<file path="src/sv/assert_macros.svh">
// assertion helpers, empty when synthesizing
`ifndef ASSERT_MACROS_SVH
`define ASSERT_MACROS_SVH

`ifndef SYNTHESIS

// same-cycle implication
`define ASSERT_IMPL(lbl, clk, rst_n, ante, cons, msg) \
	lbl: assert property (@(posedge clk) disable iff (!rst_n) (ante) |-> (cons)) \
		else $error(msg);

// next-cycle implication
`define ASSERT_NEXT(lbl, clk, rst_n, ante, cons, msg) \
	lbl: assert property (@(posedge clk) disable iff (!rst_n) (ante) |=> (cons)) \
		else $error(msg);

`else

`define ASSERT_IMPL(lbl, clk, rst_n, ante, cons, msg)
`define ASSERT_NEXT(lbl, clk, rst_n, ante, cons, msg)

`endif

`endif

</file>
<file path="src/sv/owm_pkg.sv">
package owm_pkg;

	localparam int TIMER_BITS = 10;
	localparam int CFG_W      = 10;

	typedef logic [TIMER_BITS-1:0] timer_t;
	typedef logic [CFG_W-1:0]      cfg_word_t;

	typedef enum logic [1:0] {
		FN_TICK  = 2'd0,
		FN_RESET = 2'd1,
		FN_WRITE = 2'd2,
		FN_READ  = 2'd3
	} func_t;

	typedef enum logic [2:0] {
		PH_IDLE  = 3'd0,
		PH_RLOW  = 3'd1,
		PH_RWAIT = 3'd2,
		PH_RREC  = 3'd3,
		PH_WRITE = 3'd4,
		PH_READ  = 3'd5
	} phase_t;

	typedef enum logic [2:0] {
		REG_RESET_LOW    = 3'd0,
		REG_PRESENCE_WT  = 3'd1,
		REG_RESET_REC    = 3'd2,
		REG_START_LOW    = 3'd3,
		REG_WR_ZERO_LOW  = 3'd4,
		REG_WR_SLOT      = 3'd5,
		REG_RD_SAMPLE    = 3'd6,
		REG_RD_SLOT      = 3'd7
	} cfg_idx_t;

	typedef struct packed {
		cfg_word_t reset_low_time;
		cfg_word_t presence_wait;
		cfg_word_t reset_recovery;
		cfg_word_t start_low_time;
		cfg_word_t write_zero_low;
		cfg_word_t write_slot;
		cfg_word_t read_sample_time;
		cfg_word_t read_slot;
	} cfg_t;

	localparam cfg_t CFG_RESET = '{
		reset_low_time:   10'd602,
		presence_wait:    10'd58,
		reset_recovery:   10'd400,
		start_low_time:   10'd2,
		write_zero_low:   10'd56,
		write_slot:       10'd60,
		read_sample_time: 10'd12,
		read_slot:        10'd61
	};

	typedef struct packed {
		func_t      func;
		logic [7:0] data_byte;
		logic       line_in;
	} item_t;

	typedef struct packed {
		logic       drive_low;
		logic       busy_res;
		logic       done_res;
		logic       presence;
		logic [7:0] read_value;
		logic       rejected;
	} result_t;

	function automatic cfg_word_t at_least_one(input cfg_word_t v);
		return (v == '0) ? cfg_word_t'(1) : v;
	endfunction

endpackage

</file>
<file path="src/sv/owm_ifs.sv">
interface owm_cmd_if;
	import owm_pkg::*;
	logic       valid;
	logic       ready;
	func_t      func;
	logic [7:0] data_byte;
	logic       line_in;

	modport source(output valid, output func, output data_byte, output line_in, input ready);
	modport sink(input valid, input func, input data_byte, input line_in, output ready);
endinterface

interface owm_res_if;
	logic       valid;
	logic       ready;
	logic       drive_low;
	logic       busy_res;
	logic       done_res;
	logic       presence;
	logic [7:0] read_value;
	logic       rejected;

	modport source(output valid, output drive_low, output busy_res, output done_res,
		output presence, output read_value, output rejected, input ready);
	modport sink(input valid, input drive_low, input busy_res, input done_res,
		input presence, input read_value, input rejected, output ready);
endinterface

</file>
<file path="src/sv/owm_core.sv">
module owm_core
	import owm_pkg::*;
(
	input  logic    clk,
	input  logic    arst_n,
	input  logic    step,
	input  item_t   item,
	input  cfg_t    cfg,
	output result_t res
);

	phase_t     phase_q, phase_d;
	timer_t     timer_q, timer_d;
	logic [3:0] bits_q, bits_d;
	logic [7:0] shift_q, shift_d;
	logic       pres_q, pres_d;
	logic       released_q, released_d;
	logic [7:0] last_q, last_d;

	timer_t     nt;
	cfg_word_t  wr_low;
	cfg_word_t  rd_len;
	cfg_word_t  rd_smp;
	logic [3:0] bits_dec;
	logic       drive;
	logic       done;
	logic       rej;

	always_ff @(posedge clk or negedge arst_n) begin
		if (!arst_n) begin
			phase_q    <= PH_IDLE;
			timer_q    <= '0;
			bits_q     <= '0;
			shift_q    <= '0;
			pres_q     <= 1'b0;
			released_q <= 1'b1;
			last_q     <= '0;
		end else if (step) begin
			phase_q    <= phase_d;
			timer_q    <= timer_d;
			bits_q     <= bits_d;
			shift_q    <= shift_d;
			pres_q     <= pres_d;
			released_q <= released_d;
			last_q     <= last_d;
		end
	end

	always_comb begin
		nt       = timer_t'(timer_q + timer_t'(1));
		wr_low   = shift_q[0] ? cfg.start_low_time : cfg.write_zero_low;
		rd_len   = at_least_one(cfg.read_slot);
		rd_smp   = (cfg.read_sample_time == '0) ? '0
			: cfg_word_t'(cfg.read_sample_time - cfg_word_t'(1));
		if (rd_smp > cfg_word_t'(rd_len - cfg_word_t'(1)))
			rd_smp = cfg_word_t'(rd_len - cfg_word_t'(1));
		bits_dec = 4'(bits_q - 4'd1);

		phase_d    = phase_q;
		timer_d    = timer_q;
		bits_d     = bits_q;
		shift_d    = shift_q;
		pres_d     = pres_q;
		released_d = released_q;
		last_d     = last_q;
		drive      = 1'b0;
		done       = 1'b0;
		rej        = 1'b0;

		if (item.func != FN_TICK) begin
			drive = !released_q;
			if (phase_q != PH_IDLE) begin
				rej = 1'b1;
			end else begin
				timer_d = '0;
				case (item.func)
					FN_RESET: begin
						phase_d = PH_RLOW;
					end
					FN_WRITE: begin
						phase_d = PH_WRITE;
						bits_d  = 4'd8;
						shift_d = item.data_byte;
					end
					default: begin
						phase_d = PH_READ;
						bits_d  = 4'd8;
						shift_d = '0;
					end
				endcase
			end
		end else begin
			case (phase_q)
				PH_IDLE: begin
					drive   = 1'b0;
				end
				PH_RLOW: begin
					drive   = 1'b1;
					timer_d = nt;
					if (nt >= timer_t'(at_least_one(cfg.reset_low_time))) begin
						phase_d = PH_RWAIT;
						timer_d = '0;
					end
				end
				PH_RWAIT: begin
					timer_d = nt;
					if (nt >= timer_t'(at_least_one(cfg.presence_wait))) begin
						pres_d  = !item.line_in;
						timer_d = '0;
						if (cfg.reset_recovery == '0) begin
							phase_d = PH_IDLE;
							done    = 1'b1;
						end else begin
							phase_d = PH_RREC;
						end
					end
				end
				PH_RREC: begin
					timer_d = nt;
					if (nt >= timer_t'(cfg.reset_recovery)) begin
						phase_d = PH_IDLE;
						done    = 1'b1;
						timer_d = '0;
					end
				end
				PH_WRITE: begin
					drive   = timer_q < timer_t'(wr_low);
					timer_d = nt;
					if (nt >= timer_t'(at_least_one(cfg.write_slot))) begin
						timer_d = '0;
						shift_d = {1'b0, shift_q[7:1]};
						bits_d  = bits_dec;
						if (bits_dec == '0) begin
							phase_d = PH_IDLE;
							done    = 1'b1;
						end
					end
				end
				PH_READ: begin
					drive   = timer_q < timer_t'(cfg.start_low_time);
					timer_d = nt;
					if (timer_q == timer_t'(rd_smp))
						shift_d = {item.line_in, shift_q[7:1]};
					if (nt >= timer_t'(rd_len)) begin
						timer_d = '0;
						bits_d  = bits_dec;
						if (bits_dec == '0) begin
							phase_d = PH_IDLE;
							done    = 1'b1;
							last_d  = shift_d;
						end
					end
				end
				default: begin
					phase_d = PH_IDLE;
					timer_d = '0;
				end
			endcase
			released_d = !drive;
		end

		res.drive_low  = drive;
		res.busy_res   = phase_d != PH_IDLE;
		res.done_res   = done;
		res.presence   = pres_d;
		res.read_value = last_d;
		res.rejected   = rej;
	end

endmodule

</file>
<file path="src/sv/one_wire_master_timing.sv">
// 1-wire bus master timed by one-microsecond tick beats. A command beat (reset,
// write byte, read byte) starts an operation; every tick beat returns the open-drain
// drive level for that microsecond plus busy, done, presence, read byte and reject
// flags. Every command or tick beat yields exactly one result beat. The block takes
// one beat per clock while the result side is not stalled by res.ready; a beat
// passes through the input register and then the result register, which is loaded
// by the single state update per beat. Slot timings come from eight 10-bit registers
// written through cfg_we/cfg_index/cfg_wdata; the user must write them only while
// no operation is running, which the block itself does not enforce.
`include "assert_macros.svh"

module one_wire_master_timing
	import owm_pkg::*;
(
	input  logic            clk,
	input  logic            arst_n,
	owm_cmd_if.sink         cmd,
	owm_res_if.source       res,
	input  logic            cfg_we,
	input  cfg_idx_t        cfg_index,
	input  cfg_word_t       cfg_wdata
);

	cfg_t    cfg_q;
	logic    item_valid_s1;
	item_t   item_s1;
	logic    res_valid_q;
	result_t res_q;
	result_t core_res;
	logic    advance;

	assign advance   = item_valid_s1 && (!res_valid_q || res.ready);
	assign cmd.ready = !item_valid_s1 || advance;

	always_ff @(posedge clk or negedge arst_n) begin
		if (!arst_n) begin
			cfg_q <= CFG_RESET;
		end else if (cfg_we) begin
			case (cfg_index)
				REG_RESET_LOW:   cfg_q.reset_low_time   <= cfg_wdata;
				REG_PRESENCE_WT: cfg_q.presence_wait    <= cfg_wdata;
				REG_RESET_REC:   cfg_q.reset_recovery   <= cfg_wdata;
				REG_START_LOW:   cfg_q.start_low_time   <= cfg_wdata;
				REG_WR_ZERO_LOW: cfg_q.write_zero_low   <= cfg_wdata;
				REG_WR_SLOT:     cfg_q.write_slot       <= cfg_wdata;
				REG_RD_SAMPLE:   cfg_q.read_sample_time <= cfg_wdata;
				REG_RD_SLOT:     cfg_q.read_slot        <= cfg_wdata;
				default:         cfg_q                  <= cfg_q;
			endcase
		end
	end

	// input stage
	always_ff @(posedge clk or negedge arst_n) begin
		if (!arst_n) begin
			item_valid_s1 <= 1'b0;
		end else if (cmd.ready) begin
			item_valid_s1 <= cmd.valid;
		end
	end

	always_ff @(posedge clk) begin
		if (cmd.valid && cmd.ready) begin
			item_s1.func      <= cmd.func;
			item_s1.data_byte <= cmd.data_byte;
			item_s1.line_in   <= cmd.line_in;
		end
	end

	owm_core u_core (
		.clk    (clk),
		.arst_n (arst_n),
		.step   (advance),
		.item   (item_s1),
		.cfg    (cfg_q),
		.res    (core_res)
	);

	// result stage
	always_ff @(posedge clk or negedge arst_n) begin
		if (!arst_n) begin
			res_valid_q <= 1'b0;
		end else if (advance) begin
			res_valid_q <= 1'b1;
		end else if (res.ready) begin
			res_valid_q <= 1'b0;
		end
	end

	always_ff @(posedge clk) begin
		if (advance)
			res_q <= core_res;
	end

	assign res.valid      = res_valid_q;
	assign res.drive_low  = res_q.drive_low;
	assign res.busy_res   = res_q.busy_res;
	assign res.done_res   = res_q.done_res;
	assign res.presence   = res_q.presence;
	assign res.read_value = res_q.read_value;
	assign res.rejected   = res_q.rejected;

	`ASSERT_IMPL(a_done_not_busy, clk, arst_n, res_valid_q && res_q.done_res,
		!res_q.busy_res, "done beat still busy")
	`ASSERT_IMPL(a_reject_not_done, clk, arst_n, res_valid_q && res_q.rejected,
		!res_q.done_res && res_q.busy_res, "rejected beat finished an operation")
	`ASSERT_NEXT(a_s1_hold, clk, arst_n, item_valid_s1 && !advance,
		item_valid_s1 && $stable(item_s1), "input stage lost a stalled beat")

endmodule
</file>
<file path="src/flat_wrapper.sv">
// flat-port wrapper written by rule: the top's interface ports become plain ports
module one_wire_master_timing_flat import owm_pkg::*;
  (clk, arst_n, cfg_we, cfg_index, cfg_wdata, cmd_valid, cmd_func, cmd_data_byte, cmd_line_in, cmd_ready, res_valid, res_drive_low, res_busy_res, res_done_res, res_presence, res_read_value, res_rejected, res_ready);
  owm_cmd_if cmd_i ();
  owm_res_if res_i ();
  input  logic clk;
  input  logic arst_n;
  input  logic cfg_we;
  input  cfg_idx_t cfg_index;
  input  cfg_word_t cfg_wdata;
  input wire logic [$bits(cmd_i.valid)-1:0] cmd_valid;
  input wire logic [$bits(cmd_i.func)-1:0] cmd_func;
  input wire logic [$bits(cmd_i.data_byte)-1:0] cmd_data_byte;
  input wire logic [$bits(cmd_i.line_in)-1:0] cmd_line_in;
  output wire logic [$bits(cmd_i.ready)-1:0] cmd_ready;
  output wire logic [$bits(res_i.valid)-1:0] res_valid;
  output wire logic [$bits(res_i.drive_low)-1:0] res_drive_low;
  output wire logic [$bits(res_i.busy_res)-1:0] res_busy_res;
  output wire logic [$bits(res_i.done_res)-1:0] res_done_res;
  output wire logic [$bits(res_i.presence)-1:0] res_presence;
  output wire logic [$bits(res_i.read_value)-1:0] res_read_value;
  output wire logic [$bits(res_i.rejected)-1:0] res_rejected;
  input wire logic [$bits(res_i.ready)-1:0] res_ready;
  assign cmd_i.valid = cmd_valid;
  assign cmd_i.func = cmd_func;
  assign cmd_i.data_byte = cmd_data_byte;
  assign cmd_i.line_in = cmd_line_in;
  assign cmd_ready = cmd_i.ready;
  assign res_valid = res_i.valid;
  assign res_drive_low = res_i.drive_low;
  assign res_busy_res = res_i.busy_res;
  assign res_done_res = res_i.done_res;
  assign res_presence = res_i.presence;
  assign res_read_value = res_i.read_value;
  assign res_rejected = res_i.rejected;
  assign res_i.ready = res_ready;
  one_wire_master_timing u_core (.clk(clk), .arst_n(arst_n), .cmd(cmd_i), .res(res_i), .cfg_we(cfg_we), .cfg_index(cfg_index), .cfg_wdata(cfg_wdata));
endmodule
</file>
<file path="config.mk">
export PLATFORM = sky130hd
export DESIGN_NAME = one_wire_master_timing_flat
export DESIGN_NICKNAME = d
export VERILOG_FILES = /design/src/sv/owm_pkg.sv /design/src/sv/owm_ifs.sv /design/src/sv/owm_core.sv /design/src/sv/one_wire_master_timing.sv /design/src/flat_wrapper.sv
export VERILOG_INCLUDE_DIRS = /design/src /design/src/sv
export SDC_FILE = /design/constraint.sdc
export NUM_CORES = 1
export LEC_CHECK = 0
export ABC_AREA = 0
export ABC_CLOCK_PERIOD_IN_PS = 7700
export BUFFER_PORTS_ARGS = -buffer_cell sky130_fd_sc_hd__buf_4
export CORE_MARGIN = 8
export CORE_UTILIZATION = 50
export DETAILED_ROUTE_END_ITERATION = 12
export PLACE_DENSITY = 0.78
export RECOVER_POWER = 50
export SLEW_MARGIN = 25
export SYNTH_ARGS = -nofsm -noshare
export SYNTH_HDL_FRONTEND = slang
export SYNTH_SLANG_ARGS = --single-unit
</file>
<file path="constraint.sdc">
create_clock -name clk -period 7.7 [get_ports clk]
set_input_delay 2.31 -clock clk [delete_from_list [all_inputs] [get_ports clk]]
set_output_delay 2.31 -clock clk [all_outputs]
set_load 0.05 [all_outputs]
</file>
==> out/results.txt <==
status - complete, but fails checks
failing checks - capacitance limit, slew limit
CTS Buf Count - 17
simple-gate share of the synthesized area - 14.48%
clk buf depth - 2
Cell Area, Synth - 0.008803 mm^2
asr flop ratio synth - 82.98%
Worst path max stage delay - 0.68 ns
Root Driver - clkbuf_16
Int Pwr - 1755 uW
# port buffers - 43
num ports - 44
Critical Path Sink - u_core.u_core.shift_q[1]
Avg WL per Cell - 18.38 um
Post-synth EDFFs - 24
fin crit period - 5.634 ns
ranking of synthesized cells by area - dfrtp_1 25%, ha_1 12%, dfstp_2 8.4%, edfxtp_1 8.2%, mux2_2 7.0%
post-synth top area share - 25.30%
crit path launch - u_core.cfg_q[10]
wire length on met2 - 10.58 mm
drt drc - 0
antenna viol nets, final - 0
Seq/Total Area, Yosys - 41.84%
worst-margin pin slew - 3.196 ns
CTS tree - built
most common cell in the synthesized netlist - nand2_1
Sink Count - 141
max layer used - met4
Crit. End Element - flop
adder-cell share of the synthesized area - 11.65%
largest net degree at the start of global routing - 61
Total Routing Usage GR - 20.26%
syn_area_per_cell - 9.959 um^2
Layout Utilization - 57.32%
crit-path leading delay family - simple AND/OR/NAND/NOR gates
Post-DP Area - 0.009348 mm^2
largest family of logic cells by synthesized area - compound AO/OA/AOI/OAI gates
Vias - 6869
die boundary width - 148.7 um
Worst R2R End - u_core.u_core.shift_q[1]
H-tree depth - 4
Final HPWL DP - 15.30 mm
final std cells w/o fill - 1164
Cells after Synth - 884
Routed met1 length - 9.579 mm
ant diodes - 0
Initial DRT Pass Iterations - 5
number of library cell types mapped by synthesis - 71
power density over the cells - 281.2 mW/mm^2
Finished Cell Area - 0.009879 mm^2
Reg clk slew, reported paths - 0.07 ns
first-pass GRT wire length - 35.22 mm
Critical Path Start Type - flop
Crit path arrival time - 5.95 ns
slew margin rel. - -113.1%
Total Nets Final - 1037
initial antenna violation count - 0
Rows - 48
Pleak - 0.004469 uW
Hold Fails Final Rpt - 0
Die Ht - 148.7 um
fraction of layout cells with a size suffix above 1 - 18.53%
Yosys warning count - 0
top cells by count, synth - 96 x nand2_1, 89 x dfrtp_1, 82 x ha_1
flops & latches, synth - 141
met3 wire len - 903 um
post-synthesis xor/xnor area fraction - 1.592%
drt initial violations - 547
hold buffer count at cts - 0
synth-to-layout area growth - 12.22%
RSZ-0062 raised after global routing - false
Setup Skew - 0.009405 ns
Synth Area in Compound Gates - 16.09%
VDD IR max - 0.0001835 V
area of the core - 0.01724 mm^2
Max Clock Freq - 177.5 MHz
Flop pwr share - 38.8%
Syn Nets - 995
vias per cell - 5.901
worst hold slack - 0.4846 ns
Sw Share - 36.83%
critical path depth - 17
Synth Flop Type - dfrtp_1
die area - 0.02211 mm^2
fin. max-slew vios - 61
Final Cycle Share - 73.17%
Psw - 1023 uW
Post-CTS Setup Inserts - 0
WP data required - 8.02 ns
CP max FO - 13
setup TNS - 0 ns
maximum capacitance violations - 1
slowest stage cell, crit path - or4_4
FF-to-FF Start - u_core.cfg_q[10]
R2R depth - 17
vias in the first global route - 6763
Post-CTS Resized - 0
Filler cells - 1443
worst-path cell chain - inv_1 -> ha_1 -> or4b_1 -> nor3_1 -> a21o_1 -> inv_1 -> ha_1 -> and4_1 -> a31o_2 -> a211o_1 -> a21oi_4 -> mux2_1 -> mux2i_1 -> nand4_1 -> or4_4 -> a31o_4 -> a221o_1
register area - 0.003684 mm^2
path type of the worst setup path - reg2reg
WL final - 21.39 mm
Hold Startpoint - u_core.u_core.last_q[7]
mux cell area share after synthesis - 9.892%
clock group share of total power - 28.3%
reg2reg setup slack - 2.07 ns
combinational power share - 32.8%
min-delay worst type - reg2reg
GRT Residual Overflow - 0
clock latency on the worst-skew pair - 0.44 ns
final setup violating endpoints - 0
Routability Congestion - 0.8893
Synth area leader - dfrtp_1
sum of buffers and inverters on the critical path - 2
area of the multi-input gates - 0.004728 mm^2
cell count after placement - 1132
Initial Util - 51.07%
worst min-delay path by stage:
stage                                    endpoint  cells after the start
after floorplan           u_core.u_core.last_q[0]                      2
after global placement    u_core.u_core.last_q[1]                      2
after detailed placement  u_core.u_core.last_q[7]                      2
after CTS                 u_core.u_core.last_q[7]                      2
after global routing      u_core.u_core.last_q[3]                      2
final                     u_core.u_core.last_q[7]                      2
routing by layer:
metal  up-vias  GRT usage [%]
li1       3318              -
met1      3354          26.04
met2       164          33.55
met3        33          3.768
met4         0          6.986
met5         -              0
cell families (layout without fill, tap and decap cells):
family,after synthesis,in the layout
compound gates,214,214
xor+xnor,16,16
fa+ha+maj,82,82
buf+inv,100,155
flops,141,141
mux,80,80
simple gates,251,251
flip-flops by register name, summed over array words and instances (netlist names):
signal                    cells
u_core.res.valid              1
u_core.u_core.released_q      1
u_core.u_core.bits_q          4
u_core.u_core.timer_q        10
u_core.res.rejected           1
u_core.item_s1               11
u_core.u_core.last_q          8
u_core.res.presence           1
u_core.cfg_q                 80
u_core.item_valid_s1          1
u_core.res.drive_low          1
u_core.u_core.pres_q          1
u_core.res.busy_res           1
u_core.res.read_value         8
u_core.res.done_res           1
u_core.u_core.shift_q         8
u_core.u_core.phase_q         3
cells in the final DEF, fill, tap and decap left out, types with 16 or more instances in the layout:
| cell type | n |
|---|---|
| dfstp_2 | 28 |
| clkbuf_16 | 17 |
| edfxtp_1 | 24 |
| nor2_1 | 29 |
| ha_1 | 82 |
| nand2b_1 | 16 |
| inv_1 | 72 |
| nand2_1 | 96 |
| nand3_1 | 18 |
| mux2i_1 | 24 |
| o21ai_0 | 65 |
| a21oi_1 | 40 |
| dfrtp_1 | 89 |
| mux2_2 | 54 |
| nor3_1 | 18 |
| buf_4 | 31 |
through the flow:
| stage | setup slack [ns] | power, uW |
|---|---|---|
| floorplan | 2.571 | 1733 |
| global placement | 2.219 | 1946 |
| detailed placement | 2.081 | 1988 |
| CTS | 2.070 | 2788 |
| global route | 1.684 | 2961 |
| finish | 2.066 | 2778 |
worst min-delay path, delay by kind of cell (launching register included):
family             cells  cell delay, ns
and+or+nand+nor        1            0.05
DFF                    1            0.34
AOI/OAI and AO/OA      1            0.06
area by class of cell:
| type | instances | area share, % |
|---|---|---|
| clock buffers | 17 | 4.306 |
| inverters | 73 | 2.774 |
| well taps | 225 | 2.850 |
| multi-input cells | 643 | 47.86 |
| clock inverters | 15 | 1.393 |
| repair buffers | 50 | 3.533 |
| flip-flops and latches | 141 | 37.28 |
power by group through the flow:
| stage | combinational, uW | sequential, uW | clock, uW |
|---|---|---|---|
| after floorplan | 697 | 1040 | 0 |
| after global placement | 868 | 1080 | 0 |
| after detailed placement | 902 | 1090 | 0 |
| after CTS | 913 | 1070 | 802 |
| after global routing | 1030 | 1100 | 830 |
| final | 912 | 1080 | 787 |
Power figures use the tool's default switching activity.
